$ cat config.mk
export PLATFORM = sky130hd
export DESIGN_NAME = twc_queue
export DESIGN_NICKNAME = d
export VERILOG_FILES = /design/src/design/twc_queue.sv
export SDC_FILE = /design/constraint.sdc
export NUM_CORES = 1
export LEC_CHECK = 0
export BUFFER_PORTS_ARGS = -buffer_cell sky130_fd_sc_hd__buf_2
export CORE_AREA = 4 4 46 48
export DETAILED_ROUTE_END_ITERATION = 6
export DIE_AREA = 0 0 50 52
export GPL_TIMING_DRIVEN = 0
export PLACE_DENSITY = 0.74
export SYNTH_ARGS = -nofsm -noshare
export SYNTH_HDL_FRONTEND = slang
export SYNTH_SLANG_ARGS = --single-unit
$ cat constraint.sdc
create_clock -name clk -period 1.8 [get_ports clk]
set_input_delay 0.36 -clock clk [delete_from_list [all_inputs] [get_ports clk]]
set_output_delay 0.36 -clock clk [all_outputs]
set_load 0.03 [all_outputs]
$ cat src/design/twc_queue.sv
// ----------------------------------------------------------------------------
// twc_queue
// Small register FIFO with full, empty and fill count.
// ----------------------------------------------------------------------------
module twc_queue #(
  parameter int WIDTH = 8,
  parameter int DEPTH = 2,
  localparam int AW = (DEPTH > 1) ? $clog2(DEPTH) : 1,
  localparam int CW = $clog2(DEPTH + 1)
) (
  input  logic             clk,
  input  logic             rst,
  input  logic             push,
  input  logic [WIDTH-1:0] wdata,
  output logic             full,
  input  logic             pop,
  output logic [WIDTH-1:0] rdata,
  output logic             empty,
  output logic [CW-1:0]    count
);

  logic [WIDTH-1:0] slots [DEPTH];
  logic [AW-1:0]    wr_ptr;
  logic [AW-1:0]    rd_ptr;
  logic             do_push;
  logic             do_pop;

  assign full    = (count == CW'(DEPTH));
  assign empty   = (count == '0);
  assign do_push = push && !full;
  assign do_pop  = pop && !empty;
  assign rdata   = slots[rd_ptr];

  always_ff @(posedge clk) begin
    if (do_push) begin
      slots[wr_ptr] <= wdata;
    end
  end

  always_ff @(posedge clk) begin
    if (rst) begin
      wr_ptr <= '0;
      rd_ptr <= '0;
      count  <= '0;
    end else begin
      if (do_push) begin
        wr_ptr <= (wr_ptr == AW'(DEPTH - 1)) ? '0 : wr_ptr + 1'b1;
      end
      if (do_pop) begin
        rd_ptr <= (rd_ptr == AW'(DEPTH - 1)) ? '0 : rd_ptr + 1'b1;
      end
      if (do_push && !do_pop) begin
        count <= count + 1'b1;
      end else if (do_pop && !do_push) begin
        count <= count - 1'b1;
      end
    end
  end

endmodule

---- After elaboration in Yosys (flattened, before gate mapping) ----
Memories as Yosys holds them, arrays and structs flattened. A register that Yosys moved wholly into a read port is not among the register bits.
Cells that the tools add are included.
storage, ports and cells
  register bits after elaboration ......... 4
  bits in latches ......................... 0
  RAM bits ................................ 16
  ROM bits ................................ 0
  input bits .............................. 12
  output and inout port bits .............. 12
  memories ................................ 1
memories
  memory  depth  width  rd ports  clocked after Yosys merged registers in  wr ports  RTL line  text
  slots   2      8      1         1                                        1         22        logic [WIDTH-1:0] slots [DEPTH];
operators by class
  $add $sub $neg .......................... 4
  $mul .................................... 0
  divide/modulo/power cells ............... 0
  magnitude comparators ................... 0
  eq/ne operators ......................... 1
  shift operators ......................... 0
  mux-type cells .......................... 8
  bitwise logic cells ..................... 0
  reduce and logical (&&, ||, !) cells .... 10
operators by type and width
  cell                                                                 count
  1-bit two-way mux                                                    6
  1-bit logical AND                                                    4
  1-bit zero test                                                      4
  2-bit two-way mux                                                    2
  1-bit adder (second input constant)                                  2
  2-bit by 1-bit adder with 2-bit output (second input constant)       1
  2-bit == test (second input constant)                                1
  2-bit zero test                                                      1
  2-bit nonzero test                                                   1
  2-bit by 1-bit subtractor with 2-bit output (second input constant)  1

---- Logic depth before layout (Yosys ltp) ----
  depth in word-level cells ............... 7
  mapped depth ............................ 6
  mapped depth without buffers ............ 6

---- Worst setup path before layout ----
No wires, ideal clock.
  path type ............................... reg2reg
  start ................................... reg count[1]
  end ..................................... reg count[1]
  arrival ................................. 1860 ps
  required time ........................... 1730 ps
  path slack .............................. -129 ps
  cell stages (with the launch flop) ...... 6
  path buffers ............................ 0
  clock period less this slack ............ 1929 ps
  cells stage by stage .................... dfxtp_1 > nor2b_2 > nor2_1 > ha_1 > or3_1 > a21oi_1
on the way
  cells in the longest elaborated chain, start to end .. 6
ends and longest elaborated chain
  item                          RTL line  text
  from (decl)                   19        output logic [CW-1:0] count
  from (signal assigned)        53        count <= count + 1'b1;
  from (signal assigned)        55        count <= count - 1'b1;
  2-bit == test (*)             28        assign full = (count == CW'(DEPTH));
  named net full                15        output logic full,
  1-bit zero test (*)           30        assign do_push = push && !full;
  1-bit logical AND (*)         30
  1-bit zero test               54        end else if (do_pop && !do_push) begin
  1-bit logical AND             54
  2-bit nonzero test (no line)  --
Mark *: on every way through the listed nets, which the timed path passes. The rest lies on a longest branch. The select of a mux whose other input is x is not followed.
A chain may end at the register's enable or synchronous reset.

==> run metrics <==
clock buffer depth=2; DIE AREA=about 2600 um^2; final WL=1190 um; status=finished, final reports clean; fin crit period=about 1.7 ns; Yosys reg bits=21; Worst Path Required=approximately 1.4 ns; wire per inst=11.7 um; clk_lat worst skew=~0.29 ns; crit share post-route=between 90% and 100%; Final setup viols=0; Startpoint Class=register; Slew @ Worst Pin=approximately 0.36 ns; crit end category=output port; Total Power=about 1500 uW; RR Startpoint=count[0]; first drt pass iteration count=3; most repeated library cell on the critical path=buf_2; Peak VDD IR=about 0.00076 V; Slew Limit Headroom=between 70% and 80%; Die Span X=50 um; CP Depth=3; Via density=~4.6; slowest CP cell=mux2_2; Final nets=91; # diodes=0; CTS buffer count=3; Clock transition at path regs=~0.10 ns; CP peak stage delay=0.36 ns; GRT Residual Overflow=0; Synth top area share=about three fifths; clock sinks=21; Area contributors post-synth=edfxtp_1 (61%), dfxtp_1 (13%), mux2_2 (11%); syn avg cell area=15.9 um^2; vias=474; PortBufs=23; area leader, netlist=edfxtp_1; overall routing resource usage=10.5%; Routed Antenna Nets=0; post-synthesis cell count=50; Post-Synthesis Cell Area=between 700 and 800 um^2; hpwl dp=929 um; yosys warns=0; postcts setup bufs=0; worst-path cell chain=buf_2 -> mux2_2 -> buf_2; Max Transition Viols Final=0; WP buf/inv=2; Fmax achieved=between 500 and 600 MHz; area grow syn2layout=22.6%; max_cap viols=0; CTS root buffer=clkbuf_4; post_cts resized=0; Cell variety after synth=13; setup slack, reg-to-reg=0.16 ns; DR DRC count=0; Final Skew=approximately 0.0009 ns; Mapped Nets=63; largest net degree at the start of global routing=12; CTS Hold Bufs=0; gpl congestion=around 0.71; Crit Path Max Fanout=8; reg2reg path depth=4; Initial Utilization=46.4%; register area share after synthesis=between 70% and 80%; fraction of layout cells with a size suffix above 1=between 40% and 50%; Fin. Hold Viols=0; initial antenna violation count=0; CP Class=register to output port; Initial DRC Count=4; core area=roughly 1700 um^2; worst setup path endpoint=rdata[0]; CTS H-tree lvls=1; setup_tns=0 ns; vias in the first global route=490; WP data arrival=around 1.3 ns; Min-Delay Path Class=input port to register; LEAKAGE=~0.0004 uW; Worst R2R End=count[1]; unrepaired setup endpoints after global routing=false; Power Dens Cells=1520 nW/um^2; Die Y-Extent=between 50 and 60 um; critical path's top delay family=buffers and inverters; global-route wire length before repair=between 2000 and 2500 um; TritonCTS clock tree=built; IO Pins=24; row count=15
[report_power, final]
| part | switching, uW | internal, uW | total (uW) |
|---|---|---|---|
| clock network | 122 | 86.1 | 209 |
| registers | 48.6 | 621 | 669 |
| logic | 383 | 216 | 600 |
| total | 554 | 923 | 1480 |
[per-stage QoR]
stage               util, %  std cells  hold WS (ns)  area (um^2)  worst slack, ns
CTS                    56.9        102         0.247          972           0.0710
detailed placement     55.4         98         0.493          946            0.134
global placement       55.4         98         0.468          946            0.198
global route           56.9        102         0.242          972           0.0105
finish                 56.9        102         0.253          972           0.0971
floorplan                 -         50         0.422          800           0.0462
[logic make-up (layout without fill, tap and decap cells)]
kind of cell               count (synthesis)  after routing  synth area share [%]
DFF                                       21             21                  73.2
and+or+nand+nor                            9              9                  5.84
muxes                                      8              8                  11.4
AOI/OAI and AO/OA                          5              5                  3.15
xor gates and xnor gates                   3              3                  3.31
buffers and inverters                      3             30                  1.58
adders and majority gates                  1              1                  1.58
[placed cells by master (no fill, tap or decap), drive strengths merged]
cell type  count
or3            2
o21ai          3
buf           24
mux2           8
nor2b          1
clkbuf         4
a21oi          2
dfxtp          5
nor2           5
ha             1
edfxtp        16
inv            2
xor2           3
and2           1
[registers in the layout (all words and copies together) (netlist names), named ones only]
| signal | flops |
|---|---|
| count | 2 |
| rd_ptr | 1 |
| slots | 16 |
| wr_ptr | 1 |
[area by class of cell]
cell class | count | area (um^2)
clock buffers | 4 | 26.3
inverters | 2 | 7.51
fillers | 145 | 736
flip-flops and latches | 21 | 582
plain buffers | 1 | 5.00
multi-input cells | 26 | 205
repair buffers | 23 | 115
well taps | 25 | 31.3
[worst reg2reg max path: stages, from the launching register on]
cell and delay, ns:
dfxtp_1 0.49, o21ai_0 0.20, ha_1 0.37, or3_1 0.37, a21oi_1 0.15
[routing by layer]
layer / up-vias / GRT usage (%) / part of all wire (%)
met2: 18 / 18.9 / 52
li1: 237 / - / -
met5: - / 0 / 0
met3: 2 / 2.58 / 7.2
met4: 0 / 4.15 / 1.6
met1: 217 / 11.9 / 39
[worst min path at each step]
| stage | from | end | slack, ns | cells past startpoint |
|---|---|---|---|---|
| finish | wdata[5] | slots[0][5] | 0.25 | 1 |
| global route | wdata[5] | slots[0][5] | 0.24 | 1 |
| CTS | wdata[5] | slots[0][5] | 0.25 | 1 |
| detailed placement | wr_ptr | wr_ptr | 0.49 | 2 |
| global placement | wr_ptr | wr_ptr | 0.47 | 2 |
| floorplan | rst | count[1] | 0.42 | 1 |
[cell usage after synthesis]
master,number
a21oi_1,2
and2_1,1
buf_2,1
dfxtp_1,5
edfxtp_1,16
ha_1,1
inv_1,2
mux2_2,8
nor2_1,5
nor2b_2,1
o21ai_0,3
or3_1,2
xor2_1,3
No activity file was read; power rests on OpenSTA's default activity.
