`config.mk`:
```
export PLATFORM = sky130hd
export DESIGN_NAME = twc_front
export DESIGN_NICKNAME = d
export VERILOG_FILES = /design/src/design/twc_pkg.sv /design/src/design/twc_front.sv
export SDC_FILE = /design/constraint.sdc
export NUM_CORES = 1
export LEC_CHECK = 0
export BUFFER_PORTS_ARGS = -buffer_cell sky130_fd_sc_hd__buf_2
export CORE_MARGIN = 10
export CORE_UTILIZATION = 57
export CTS_CLUSTER_DIAMETER = 200
export DETAILED_ROUTE_END_ITERATION = 8
export GPL_TIMING_DRIVEN = 0
export HOLD_SLACK_MARGIN = 0.12
export PLACE_DENSITY = 0.9
export SETUP_SLACK_MARGIN = 0.1
export SLEW_MARGIN = 20
export SYNTH_ARGS = -nofsm -noshare
export SYNTH_HDL_FRONTEND = slang
export SYNTH_SLANG_ARGS = --single-unit
```
`constraint.sdc`:
```
create_clock -name clk -period 14.8 [get_ports clk]
set_input_delay 2.22 -clock clk [delete_from_list [all_inputs] [get_ports clk]]
set_output_delay 2.22 -clock clk [all_outputs]
set_load 0.005 [all_outputs]
```
`src/design/twc_pkg.sv`:
```
// ----------------------------------------------------------------------------
// twc_pkg
// Shared constants, register indexes, levels and beat types of the
// triggered waveform capture block.
// ----------------------------------------------------------------------------
package twc_pkg;

  localparam int PRE_DEPTH_DEF  = 32;
  localparam int POST_DEPTH_DEF = 32;
  localparam int INQ_DEPTH      = 2;
  localparam int OUTQ_DEPTH     = 4;

  localparam int CFG_IDX_W  = 3;
  localparam int CFG_DATA_W = 16;

  localparam logic [CFG_IDX_W-1:0] REG_BIAS_X   = 3'd0;
  localparam logic [CFG_IDX_W-1:0] REG_BIAS_Y   = 3'd1;
  localparam logic [CFG_IDX_W-1:0] REG_BIAS_Z   = 3'd2;
  localparam logic [CFG_IDX_W-1:0] REG_MINOR    = 3'd3;
  localparam logic [CFG_IDX_W-1:0] REG_MODERATE = 3'd4;
  localparam logic [CFG_IDX_W-1:0] REG_SEVERE   = 3'd5;

  localparam logic [15:0] MINOR_RST    = 16'd573;
  localparam logic [15:0] MODERATE_RST = 16'd1638;
  localparam logic [15:0] SEVERE_RST   = 16'd8192;

  localparam logic [1:0] LVL_MINOR    = 2'd0;
  localparam logic [1:0] LVL_MODERATE = 2'd1;
  localparam logic [1:0] LVL_SEVERE   = 2'd2;

  typedef struct packed {
    logic [31:0]        stime;
    logic signed [16:0] ax;
    logic signed [16:0] ay;
    logic signed [16:0] az;
  } sample_t;

  typedef struct packed {
    sample_t     smp;
    logic [15:0] dev;
    logic        ge_minor;
    logic        ge_moderate;
    logic        ge_severe;
  } item_t;

  typedef struct packed {
    logic signed [31:0] relative_time;
    logic signed [16:0] ax;
    logic signed [16:0] ay;
    logic signed [16:0] az;
    logic               phase;
    logic [1:0]         level;
    logic [15:0]        peak;
    logic               last;
  } result_t;

endpackage

```
`src/design/twc_front.sv`:
```
// ----------------------------------------------------------------------------
// twc_front
// Configuration registers, bias correction, deviation and threshold
// classification of each incoming sample.
// ----------------------------------------------------------------------------
module twc_front (
  input  logic                            clk,
  input  logic                            rst,
  input  logic                            cfg_we,
  input  logic [twc_pkg::CFG_IDX_W-1:0]   cfg_index,
  input  logic [twc_pkg::CFG_DATA_W-1:0]  cfg_data,
  input  logic [31:0]                     sample_time,
  input  logic signed [15:0]              raw_x,
  input  logic signed [15:0]              raw_y,
  input  logic signed [15:0]              raw_z,
  output twc_pkg::item_t                  item
);

  import twc_pkg::*;

  logic signed [15:0] bias_x;
  logic signed [15:0] bias_y;
  logic signed [15:0] bias_z;
  logic [15:0]        minor_thr;
  logic [15:0]        moderate_thr;
  logic [15:0]        severe_thr;

  logic signed [16:0] ax;
  logic signed [16:0] ay;
  logic signed [16:0] az;
  logic [15:0]        mx;
  logic [15:0]        my;
  logic [15:0]        mz;
  logic [15:0]        mxy;
  logic [15:0]        dev;

  function automatic logic [15:0] mag17(logic signed [16:0] v);
    logic [16:0] n;
    n = v[16] ? 17'(-v) : 17'(v);
    return n[15:0];
  endfunction

  always_ff @(posedge clk) begin
    if (rst) begin
      bias_x       <= '0;
      bias_y       <= '0;
      bias_z       <= '0;
      minor_thr    <= MINOR_RST;
      moderate_thr <= MODERATE_RST;
      severe_thr   <= SEVERE_RST;
    end else if (cfg_we) begin
      unique case (cfg_index)
        REG_BIAS_X:   bias_x       <= cfg_data;
        REG_BIAS_Y:   bias_y       <= cfg_data;
        REG_BIAS_Z:   bias_z       <= cfg_data;
        REG_MINOR:    minor_thr    <= cfg_data;
        REG_MODERATE: moderate_thr <= cfg_data;
        REG_SEVERE:   severe_thr   <= cfg_data;
        default: ;
      endcase
    end
  end

  assign ax  = 17'(raw_x) - 17'(bias_x);
  assign ay  = 17'(raw_y) - 17'(bias_y);
  assign az  = 17'(raw_z) - 17'(bias_z);
  assign mx  = mag17(ax);
  assign my  = mag17(ay);
  assign mz  = mag17(az);
  assign mxy = (my > mx) ? my : mx;
  assign dev = (mz > mxy) ? mz : mxy;

  always_comb begin
    item.smp.stime   = sample_time;
    item.smp.ax      = ax;
    item.smp.ay      = ay;
    item.smp.az      = az;
    item.dev         = dev;
    item.ge_minor    = (dev >= minor_thr);
    item.ge_moderate = (dev >= moderate_thr);
    item.ge_severe   = (dev >= severe_thr);
  end

endmodule

```
After elaboration in Yosys (flattened, before gate mapping) --
Index checks and enable logic that the tools add are counted.
Operators by class: equality and inequality tests 5, $lt $le $gt $ge 5, reductions and logical operators 7, multiplexer cells 5, $add $sub $neg 6
Operator list (number):
- 16-bit two-way mux | 5
- 16-bit by 16-bit subtractor with 17-bit output | 3
- 16-bit greater-or-equal comparator | 3
- 16-bit negation | 3
- 16-bit greater-than comparator | 2
- 2-bit AND reduction | 6
- 3-bit by 2-bit == test with 1-bit output, second input constant | 2
- 3-bit == test, second input constant | 2
- 3-bit by 1-bit == test with 1-bit output, second input constant | 1
- 3-bit zero test | 1
Storage, ports and cells: bits in registers 96

Depth between registers and ports, before layout --
depth in word-level cells 8, depth in mapped cells 51, gate-level depth less buffers 49

Least setup slack after synthesis --
OpenSTA, ideal clock, no wires.
path kind input to output, start in raw_y[0], end out item[0] in the netlist's numbering, path buffers 3, arrival 11.649 ns, stages on the path 49, data required time 12.580 ns, slack 0.931 ns, cell sequence inv_1 -> ha_1 -> fa_1 -> nand2b_1 -> a211oi_1 -> o21ai_1 -> o311ai_1 -> mux2i_1 -> clkbuf_1 -> o21ai_0 -> ha_1 -> nor2b_1 -> o21a_1 -> o21ai_0 -> a21oi_1 -> o31a_1 -> o21ai_0 -> nand2b_1 -> (+13 left out) -> o21a_1 -> o21ai_0 -> a22o_1 -> inv_1 -> clkbuf_1 -> o311ai_1 -> ha_1 -> a21o_1 -> a21o_1 -> a21o_1 -> a21o_1 -> a21o_1 -> a21oi_1 -> nor2b_1 -> o21ai_0 -> a21oi_1 -> o31ai_1 -> a31oi_1
RTL lines:
- start, declared | RTL line twc_front.sv:14 | input logic signed [15:0] raw_y,
- end, declared | RTL line twc_front.sv:16 | output twc_pkg::item_t item

==> run summary <==
CTS max path bufs: 2
Main combinational cell family by area after synthesis: compound AO/OA/AOI/OAI gates
Slew Limit Fails: 0
Netlist cell types: 72
P&R area growth vs syn: 17.9%
Top delay family on crit path: compound AO/OA/AOI/OAI gates
Synth async-reset ratio: 0%
Post-DP HPWL: 25.0 mm
Core footprint: 16600 sq um
IO buf count: 168
Commonest non-fill, non-tap cell in the layout: nand2_1
Post-layout util: 68.6%
Nets: 1729
Crit end category: output pin
R2R cell count: 2
Multiplexer share of the synthesized area: 2.08%
Synthesized Nets: 1538
Mean Syn Cell Area: 7.39 sq um
Final setup vio count: 0
Mapped Area: 9650 sq um
DRT antenna net count: 0
DR vias: 10200
Routed len/inst: 18.4 um
Total area of sequential cells: 1920 sq um
Commonest cells after routing, fill and taps aside: nand2_1 (245), buf_2 (172), inv_1 (142)
Hold crit path type: flip-flop to flip-flop
Die height: 150 um
XOR/XNOR share of the synthesized area: 7.25%
Vias per std cell: 5.93
Synth Area in Compound Gates: 23.0%
Worst Slack Setup Final: 382 ps
Arr. time, crit path: 12200 ps
DRT Pass-1 Iters: 7
Worst setup SP type: primary input
RSZ-0062 raised after global routing: no
Simple-Gate Fraction of Synth Area: 20.1%
Root Buffer: clkbuf_16
Worst slew margin: 19.4%
Power density cells: 147 nW/um^2
Max FO, Critical Path: 10
Crit path top cell by count: o21a_1
CTS Sinks: 96
Initial antenna violation count: 0
Leakage power: 5.01 nW
Vias in the first global route: 9922
Post-Synth Adder-Cell Area: 17.6%
First-pass GRT wire length: 48.4 mm
Skew final: 0 ps
Worst VDD drop: 0.119 mV
EDFF count, synth: 0
Multi-input gate area: 6860 sq um
Worst Tran Pin Value: 1200 ps
Die width: 150 um
Num rows: 47
Total Power: 1.67 mW
Ant. Diodes: 0
Cells after DPL: 1693
Drt drc: 0
Largest net degree at the start of global routing: 18
Layout cells sized above 1: 19.1%
GP Congestion: 0.986
Num CTS Buffers: 9
Critical Path Stages: 54
Yosys reg bits: 96
Critical path buffer and inverter count: 7
Clock insertion delay at the later pin of the skew report: 350 ps
Total congestion overflow: 0
Pre-CTS setup slack: -1090 ps
GRT Total Usage: 26.5%
Post-route design area: 11400 sq um
Aggregate routed wire length: 31.6 mm
Peak Freq: 69.4 MHz
Starting density of the core: 58.2%
DR iter-0 viols: 924
Setup CP Type: primary input to output pin
Cells after synthesis: 1305
Top FF cell, synth: dfxtp_1
CTS tree: done
Hold Crit Depth: 2
IO Pins: 204
Max incr delay on CP: 380 ps
Sum of negative setup slack: 0 ps
Worst-path clk slew: 70 ps
Max H-tree Level: 3
Status: finished clean
Worst EP required: 12580 ps
Final Hold Fails: 0
Post-DP Area: 10800 sq um
Synth warn: 0
Max-cap violations: 0
CP max-delay cell: or3_4
WHS: 455 ps
Fin crit period: 14420 ps
Post-synthesis sequential area ratio: 19.9%
Final period utilization: 97.4%
Die ar.: 22500 sq um
Fill cells: 1320
Non-Filler Instances: 1721
-- report_power, final --
group / total [mW] / internal [mW] / switching [mW]
combinational: 1.11 / 0.465 / 0.646
sequential: 0.268 / 0.264 / 0.00339
clock: 0.293 / 0.185 / 0.108
-- cell usage after synthesis, drive strengths merged, types with 12 or more instances --
library cell / n / area share [%]
a2111oi: 15 / 2.0
a21o: 31 / 2.4
a21oi: 132 / 7.0
a311oi: 12 / 1.1
buf: 40 / 3.1
clkbuf: 38 / 1.5
dfxtp: 96 / 20
ha: 128 / 17
inv: 143 / 5.6
mux2i: 20 / 2.1
nand2: 245 / 9.5
nand2b: 12 / 0.78
nand3: 16 / 0.83
nand3b: 14 / 1.1
nor2: 51 / 2.0
nor2b: 17 / 1.1
nor3: 16 / 0.83
o21a: 22 / 1.7
o21ai: 51 / 2.9
o31ai: 13 / 1.0
xnor2: 52 / 4.7
xor2: 27 / 2.5
-- routing by layer --
metal	vias up	track usage [%]	routed length (um)	share of wire, %
met5	-	0	0	0
met4	0	14.3	1700	5.4
li1	4856	-	-	-
met2	527	45.5	15100	48
met1	4688	31.1	12000	38
met3	134	3.83	2770	8.7
-- flip-flops by register name, indices dropped and copies added (netlist names) --
signal,flops
moderate_thr,16
bias_z,16
bias_y,16
minor_thr,16
severe_thr,16
bias_x,16
-- worst reg2reg max path: stages, from the launching register on --
cell and delay, ps:
dfxtp_1 420, nand2_1 90, a21oi_1 140
-- cell families after synthesis --
| group | after synthesis |
|---|---|
| AND/OR/NAND/NOR | 425 |
| AO/OA/AOI/OAI | 330 |
| buffers and inverters | 221 |
| adder cells (fa/ha/maj) | 134 |
| flip-flops | 96 |
| XOR/XNOR | 79 |
| multiplexers | 20 |
-- final cells by class --
type / instances / area share, %
plain buffers: 78 / 4.14
clock buffers: 9 / 1.98
repair buffers: 180 / 8.19
well taps: 220 / 2.42
clock inverters: 7 / 1.33
flip-flops and latches: 96 / 16.9
multi-input cells: 988 / 60.3
inverters: 143 / 4.72
-- final timing paths --
| check | start | endpoint | slack, ps |
|---|---|---|---|
| hold / removal | severe_thr[11]$_SDFFE_PP0P_ | severe_thr[11]$_SDFFE_PP0P_ | 450 |
| setup reg to reg | bias_y[15]$_SDFFE_PP0P_ | bias_y[15]$_SDFFE_PP0P_ | 14080 |
| hold reg to reg | severe_thr[11]$_SDFFE_PP0P_ | severe_thr[11]$_SDFFE_PP0P_ | 450 |
| setup / recovery | raw_y[0] | item[0] | 380 |
-- repair_timing --
item | CTS | global route
endpoints found under the setup margin | 3 | 3
setup buffers | 4 | 8
hold buffers | 0 | 0
pin swaps | 2 | 6
resized for setup | 14 | 27
No activity file was read; power rests on OpenSTA's default activity.
